## config.mk

```make
export PLATFORM = sky130hd
export DESIGN_NAME = fir_filter_ring_window
export DESIGN_NICKNAME = d
export VERILOG_FILES = /design/src/sv/frw_pkg.sv /design/src/sv/fir_filter_ring_window.sv
export SDC_FILE = /design/constraint.sdc
export NUM_CORES = 2
export LEC_CHECK = 0
export ABC_AREA = 0
export BUFFER_PORTS_ARGS = -buffer_cell sky130_fd_sc_hd__buf_2
export CORE_MARGIN = 3
export CORE_UTILIZATION = 45
export DETAILED_ROUTE_END_ITERATION = 10
export SLEW_MARGIN = 5
export SYNTH_ARGS = -nofsm -noshare
export SYNTH_HDL_FRONTEND = slang
export SYNTH_SLANG_ARGS = --single-unit
```

## constraint.sdc

```tcl
create_clock -name clk -period 8.2 [get_ports clk]
set_input_delay 0.41 -clock clk [delete_from_list [all_inputs] [get_ports clk]]
set_output_delay 0.41 -clock clk [all_outputs]
set_load 0.02 [all_outputs]
```

## src/sv/frw_pkg.sv

```systemverilog
package frw_pkg;

	localparam int MaxTaps      = 32;
	localparam int IdxW         = $clog2(MaxTaps);
	localparam int TapW         = $clog2(MaxTaps) + 1;
	localparam int SampleW      = 16;
	localparam int CoefW        = 18;
	localparam int CoefFracBits = 16;
	localparam int ProdW        = SampleW + CoefW;
	localparam int AccW         = ProdW + IdxW;
	localparam int QuotW        = AccW - CoefFracBits;
	localparam int InDataW      = 40;
	localparam int OutDataW     = 16;

	localparam logic ActLoad   = 1'b0;
	localparam logic ActSample = 1'b1;

	localparam logic [TapW-1:0] TapReset = TapW'(MaxTaps);

endpackage

```

## src/sv/fir_filter_ring_window.sv

```systemverilog
// Streaming FIR filter over a 32-entry sample ring with a 32-entry Q2.16 coefficient store.
// A load word (s_tuser 0) writes one coefficient and leaves the input open. A sample word
// (s_tuser 1) stores the sample, then runs one multiply-accumulate per tap through a
// shared 16x18 multiplier, fed from the ring and coefficient stores one read a cycle.
// A sample word runs the serial tap loop through its two pipeline stages (s1, s2) into the
// accumulator; the input reopens in the same cycle as the result is registered. Results
// sit in an output register, so the next word is accepted while a result waits. Stores
// reset to zero through per-entry valid bits; no clearing pass is needed.
module fir_filter_ring_window (
	input  logic                         clk,
	input  logic                         arst_n,
	input  logic                         s_tvalid,
	output logic                         s_tready,
	// [4:0] coef_index, [22:5] coef_value, [38:23] sample_in, [39] zero
	input  logic [frw_pkg::InDataW-1:0]  s_tdata,
	// [0] action
	input  logic                         s_tuser,
	output logic                         m_tvalid,
	input  logic                         m_tready,
	// [15:0] filtered_sample
	output logic [frw_pkg::OutDataW-1:0] m_tdata,
	// [0] saturated
	output logic                         m_tuser,
	input  logic                         cfg_valid,
	output logic                         cfg_ready,
	input  logic [frw_pkg::TapW-1:0]     cfg_data
);
	import frw_pkg::*;

	typedef enum logic [1:0] {ST_IDLE, ST_RUN, ST_DRAIN, ST_FIN} state_t;

	state_t                     state_q;
	logic [TapW-1:0]            tap_count_q;
	logic [TapW-1:0]            taps_q;
	logic [TapW-1:0]            k_q;
	logic [IdxW-1:0]            rd_idx_q;
	logic [IdxW-1:0]            wp_q;
	logic [MaxTaps-1:0]         ring_vld_q;
	logic [MaxTaps-1:0]         coef_vld_q;
	logic signed [SampleW-1:0]  ring_mem [MaxTaps];
	logic signed [CoefW-1:0]    coef_mem [MaxTaps];
	logic signed [SampleW-1:0]  samp_s1;
	logic signed [CoefW-1:0]    coef_s1;
	logic                       svld_s1;
	logic                       cvld_s1;
	logic                       v_s1;
	logic signed [ProdW-1:0]    prod_s2;
	logic                       v_s2;
	logic signed [AccW-1:0]     acc_q;
	logic                       out_valid_q;
	logic [OutDataW-1:0]        out_data_q;
	logic                       out_sat_q;

	logic                       in_acc;
	logic                       is_sample;
	logic [IdxW-1:0]            in_cidx;
	logic signed [CoefW-1:0]    in_coef;
	logic signed [SampleW-1:0]  in_samp;
	logic [TapW-1:0]            taps_eff;
	logic [IdxW-1:0]            wp_next;
	logic signed [AccW-1:0]     acc_adj;
	logic signed [QuotW-1:0]    quot;
	logic [OutDataW-1:0]        res_data;
	logic                       res_sat;
	logic                       out_free;

	assign in_cidx   = s_tdata[IdxW-1:0];
	assign in_coef   = s_tdata[IdxW+CoefW-1:IdxW];
	assign in_samp   = s_tdata[IdxW+CoefW+SampleW-1:IdxW+CoefW];
	assign s_tready  = (state_q == ST_IDLE);
	assign in_acc    = s_tvalid && s_tready;
	assign is_sample = (s_tuser == ActSample);
	assign cfg_ready = 1'b1;
	assign out_free  = !out_valid_q || m_tready;

	// clamp tap count to 1..MaxTaps and compute the next write position
	always_comb begin
		if (tap_count_q == '0) begin
			taps_eff = TapW'(1);
		end else if (tap_count_q > TapW'(MaxTaps)) begin
			taps_eff = TapW'(MaxTaps);
		end else begin
			taps_eff = tap_count_q;
		end
		wp_next = wp_q + IdxW'(1);
	end

	// round toward zero, then saturate
	always_comb begin
		acc_adj = acc_q;
		if (acc_q[AccW-1]) begin
			acc_adj = acc_q + AccW'((1 << CoefFracBits) - 1);
		end
		quot = QuotW'(acc_adj >>> CoefFracBits);
		if (quot > QuotW'(32767)) begin
			res_data = 16'h7FFF;
			res_sat  = 1'b1;
		end else if (quot < -QuotW'(32768)) begin
			res_data = 16'h8000;
			res_sat  = 1'b1;
		end else begin
			res_data = quot[OutDataW-1:0];
			res_sat  = 1'b0;
		end
	end

	// write and read the stores
	always_ff @(posedge clk) begin
		if (in_acc && is_sample) begin
			ring_mem[wp_q] <= in_samp;
		end
		if (in_acc && !is_sample) begin
			coef_mem[in_cidx] <= in_coef;
		end
		samp_s1 <= ring_mem[rd_idx_q];
		coef_s1 <= coef_mem[k_q[IdxW-1:0]];
		svld_s1 <= ring_vld_q[rd_idx_q];
		cvld_s1 <= coef_vld_q[k_q[IdxW-1:0]];
		// unwritten entries read as zero
		prod_s2 <= (svld_s1 && cvld_s1) ? ProdW'(samp_s1 * coef_s1) : '0;
	end

	// hold control state, accumulate, and register the result
	always_ff @(posedge clk or negedge arst_n) begin
		if (!arst_n) begin
			state_q     <= ST_IDLE;
			tap_count_q <= TapReset;
			taps_q      <= '0;
			k_q         <= '0;
			rd_idx_q    <= '0;
			wp_q        <= '0;
			ring_vld_q  <= '0;
			coef_vld_q  <= '0;
			v_s1        <= 1'b0;
			v_s2        <= 1'b0;
			acc_q       <= '0;
			out_valid_q <= 1'b0;
			out_data_q  <= '0;
			out_sat_q   <= 1'b0;
		end else begin
			if (cfg_valid && cfg_ready) begin
				tap_count_q <= cfg_data;
			end
			// load a new result word or drop the one taken
			if (state_q == ST_FIN && out_free) begin
				out_valid_q <= 1'b1;
			end else if (out_valid_q && m_tready) begin
				out_valid_q <= 1'b0;
			end
			v_s1 <= (state_q == ST_RUN);
			v_s2 <= v_s1;
			if (v_s2) begin
				acc_q <= acc_q + AccW'(prod_s2);
			end
			case (state_q)
				ST_IDLE: begin
					if (in_acc && is_sample) begin
						ring_vld_q[wp_q] <= 1'b1;
						wp_q             <= wp_next;
						taps_q           <= taps_eff;
						rd_idx_q         <= wp_next - taps_eff[IdxW-1:0];
						k_q              <= '0;
						acc_q            <= '0;
						state_q          <= ST_RUN;
					end else if (in_acc) begin
						coef_vld_q[in_cidx] <= 1'b1;
					end
				end
				ST_RUN: begin
					rd_idx_q <= rd_idx_q + IdxW'(1);
					k_q      <= k_q + TapW'(1);
					if (k_q == taps_q - TapW'(1)) begin
						state_q <= ST_DRAIN;
					end
				end
				ST_DRAIN: begin
					if (!v_s1 && !v_s2) begin
						state_q <= ST_FIN;
					end
				end
				ST_FIN: begin
					if (out_free) begin
						out_data_q  <= res_data;
						out_sat_q   <= res_sat;
						state_q     <= ST_IDLE;
					end
				end
				default: state_q <= ST_IDLE;
			endcase
		end
	end

	assign m_tvalid = out_valid_q;
	assign m_tdata  = out_data_q;
	assign m_tuser  = out_sat_q;

endmodule

```

==> reports/qor.yml <==
status: "finished clean"
finalSetupViolCount: 0
fp.coreArea_sq_mm: 0.138
num_rows: 136
grt_max_degree: 97
finalSetupTns_ns: 0
wl_per_cell_um: 23.5
synth_seq_cells: 1311
crit_arrival_ns: 7.72
busiest_layer: "met2"
cts.path.max_buffers: 3
clk_latency_ns: 0.79
dpl_cell_area_sq_mm: 0.0657
startpoint: "samp_s1[1]"
initial_core_util_pct: 45.5
maxCapViolations: 0
critical_path.max_stage_delay_ns: 0.87
max_freq_ghz: 0.142
synthFlopType: "edfxtp_1"
io_pins: 72
hold_class: "input port to flip-flop"
fin_crit_ns: 7.03
grtUsageTotal_pct: 19.8
num_vias: 32700
async_flop_share_pct: 11.7
slew_headroom_pct: 21.5
use_met1_pct: 28.7
cp-end-kind: "flip-flop"
grtUsageMet3_pct: 3.70
yosysWarningCount: 0
clock_tree.root_cell: "clkbuf_16"
final.setup_skew_ns: 0.0375
synth_edf_count: 1088
rr_endpoint: "prod_s2[33]"
tightest_slew_ns: 1.18
drc: 0
die_y_um: 380
antenna_found_initial: 6
post_drt_via_cell_ratio: 5.47
critPathMaxFanout: 18
die_area_sq_mm: 0.144
avgSynthCellArea_sq_um: 16.3
drt_pass1_iterations: 5
grt_pass1_vias: 34300
reg2reg_from: "samp_s1[1]"
slowest_stage: "dfxtp_1"
synth_cell_types: 86
io_buffers: 69
cts-buffers-inserted: 140
report.final.slew_viol_count: 0
syn_to_final_growth_pct: 12.4
crit_family: "adder cells"
grt_pass1_wl_um: 216000
drive_gt1_share_pct: 22.7
crit_top_cell: "fa_1"
ys_seq_area_share_pct: 60.4
gp_congestion: 0.813
htree_levels: 4
post_cts_buffers: 0
hold_viol: 0
finalCritPeriodShare_pct: 85.7
cp_num_buf_inv: 3
fin_nets: 4476
design_area_sq_mm: 0.0705
rsz0062_at_grt: "no"
path_clk_slew_ns: 0.07
synthCells: 3842
critPathRequiredTime_ns: 8.89
route.antenna.remaining_nets: 0
cts.sinks: 1311
reg2reg_slack_ns: 1.17
hpwl_um: 88900
r2r_cells: 21
grt_overflow_total: 0
syn-cell-area_sq_mm: 0.0628
worst-path-stages: 21
cts_tree: "done"
drt_iter0_drc: 2244
synthesis.nets: 4325
crit_chain: "nand2_1 -> fa_1 -> fa_1 -> fa_1 -> inv_1 -> fa_1 -> fa_1 -> inv_1 -> fa_1 -> inv_1 -> ha_1 -> a21oi_1 -> a21bo_2 -> or3_1 -> a21oi_1 -> o21ai_0 -> and2_1 -> a311oi_1 -> o21ai_0 -> and3_1 -> nor3_1"
cp-endpoint: "prod_s2[33]"
critPathLaunchType: "flip-flop"
worst-setup-path-type: "flip-flop to flip-flop"
die_x_um: 380
met2_usage_pct: 31.2
wirelength_um: 140000
-- layer usage --
metal  up-vias  part of all wire (%)
li1      14500                     -
met1     17200                    45
met2       776                    47
met3       186                   5.6
met4         2                   1.9
met5         -                 0.011
-- through the flow --
| stage | utilization, % | hold WS (ns) | setup slack, ns | std cells |
|---|---|---|---|---|
| floorplan | - | 0.114 | 1.92 | 3842 |
| global route | 51.1 | 0.0993 | 0.817 | 5968 |
| global placement | 47.6 | 0.352 | 1.25 | 5701 |
| detailed placement | 47.6 | 0.354 | 1.23 | 5701 |
| CTS | 51.1 | 0.0664 | 1.20 | 5967 |
| finish | 51.1 | 0.130 | 1.17 | 5970 |
-- synth_stat cells (62+ instances only) --
master / number / share of area, %
a21oi_1: 62 / 0.49
fa_1: 292 / 9.3
nand2_1: 228 / 1.4
inv_1: 349 / 2.1
mux4_2: 360 / 13
dfrtp_1: 152 / 6.1
clkbuf_1: 126 / 0.75
ha_1: 139 / 2.8
and2_1: 140 / 1.4
nor2_1: 205 / 1.2
edfxtp_1: 1088 / 52
or2_2: 68 / 0.68
dfxtp_1: 70 / 2.2
-- state kept, by name, indices dropped and copies added (netlist names), 2 cells and up --
register and flops:
samp_s1 16, prod_s2 34, taps_q 6, rd_idx_q 5
acc_q 39, m_tdata 16, wp_q 5, coef_vld_q 32
coef_s1 18, ring_mem 512, ring_vld_q 32, k_q 6
state_q 2, tap_count_q 6, coef_mem 576
-- logic make-up (layout without fill, tap and decap cells) --
family	count (synthesis)	in the layout	share of synthesized area, %
flip-flops	1311	1311	60.4
AND/OR/NAND/NOR	783	783	6.08
buffers and inverters	513	775	3.10
adder cells (fa/ha/maj)	431	431	12.1
multiplexers	423	423	14.0
AO/OA/AOI/OAI	289	289	3.08
XOR/XNOR	91	91	1.27
other	1	4	0.00597
-- final cells by class --
| cell class | count | area (sq um) |
|---|---|---|
| Clock buffer | 175 | 3710 |
| Fill cell | 11200 | 67500 |
| Timing Repair Buffer | 172 | 1180 |
| Tap cell | 1863 | 2330 |
| Antenna cell | 3 | 7.51 |
| Inverter | 350 | 1310 |
| Multi-Input combinational cell | 2018 | 23100 |
| Clock inverter | 78 | 971 |
| Sequential cell | 1311 | 37900 |
-- worst min-delay path by stage --
stage / startpoint / end / slack [ns] / depth (start not counted)
after floorplan: arst_n / acc_q[0] / 0.11 / 0
after global placement: v_s1 / v_s2 / 0.35 / 0
after detailed placement: v_s1 / v_s2 / 0.35 / 0
after CTS: s_tdata[36] / ring_mem[18][13] / 0.07 / 1
after global routing: s_tvalid / wp_q[1] / 0.1 / 3
final: s_tdata[36] / ring_mem[27][13] / 0.13 / 1
-- timing repair --
action,4_1_cts,5_1_grt
hold buffers,13,0
gates resized for setup,0,0
endpoints found under the hold margin,43,0
-- worst reg2reg max path, cell delays in order (launching register included) --
cell and delay (ns):
dfxtp_1 0.87, nand2_1 0.20, fa_1 0.54, fa_1 0.51, fa_1 0.51, inv_1 0.05, fa_1 0.48, fa_1 0.49
inv_1 0.05, fa_1 0.48, inv_1 0.05, ha_1 0.37, a21oi_1 0.14, a21bo_2 0.22, or3_1 0.32, a21oi_1 0.25
o21ai_0 0.12, and2_1 0.20, a311oi_1 0.55, o21ai_0 0.21, and3_1 0.22, nor3_1 0.12
-- cells in the final DEF (no fill, tap or decap), types with 15 or more instances in the layout --
cell	instances
a21o_1	40
a21oi_1	62
and2_1	140
buf_2	68
buf_4	88
clkbuf_1	29
clkbuf_16	141
clkinv_1	21
clkinv_2	21
dfrtp_1	143
dfxtp_1	70
edfxtp_1	1088
fa_1	292
ha_1	139
inv_1	349
mux2_2	43
mux2i_1	19
mux4_2	360
nand2_1	228
nand2b_1	19
nand3_1	33
nor2_1	141
nor2_2	63
nor3_1	19
o21a_1	15
o21ai_0	58
or2_2	68
xnor2_1	53
xor2_1	38
Power is left out: the tool's default activity adds up to more than one toggle a clock period on the data nets, which glitch-free logic cannot reach.
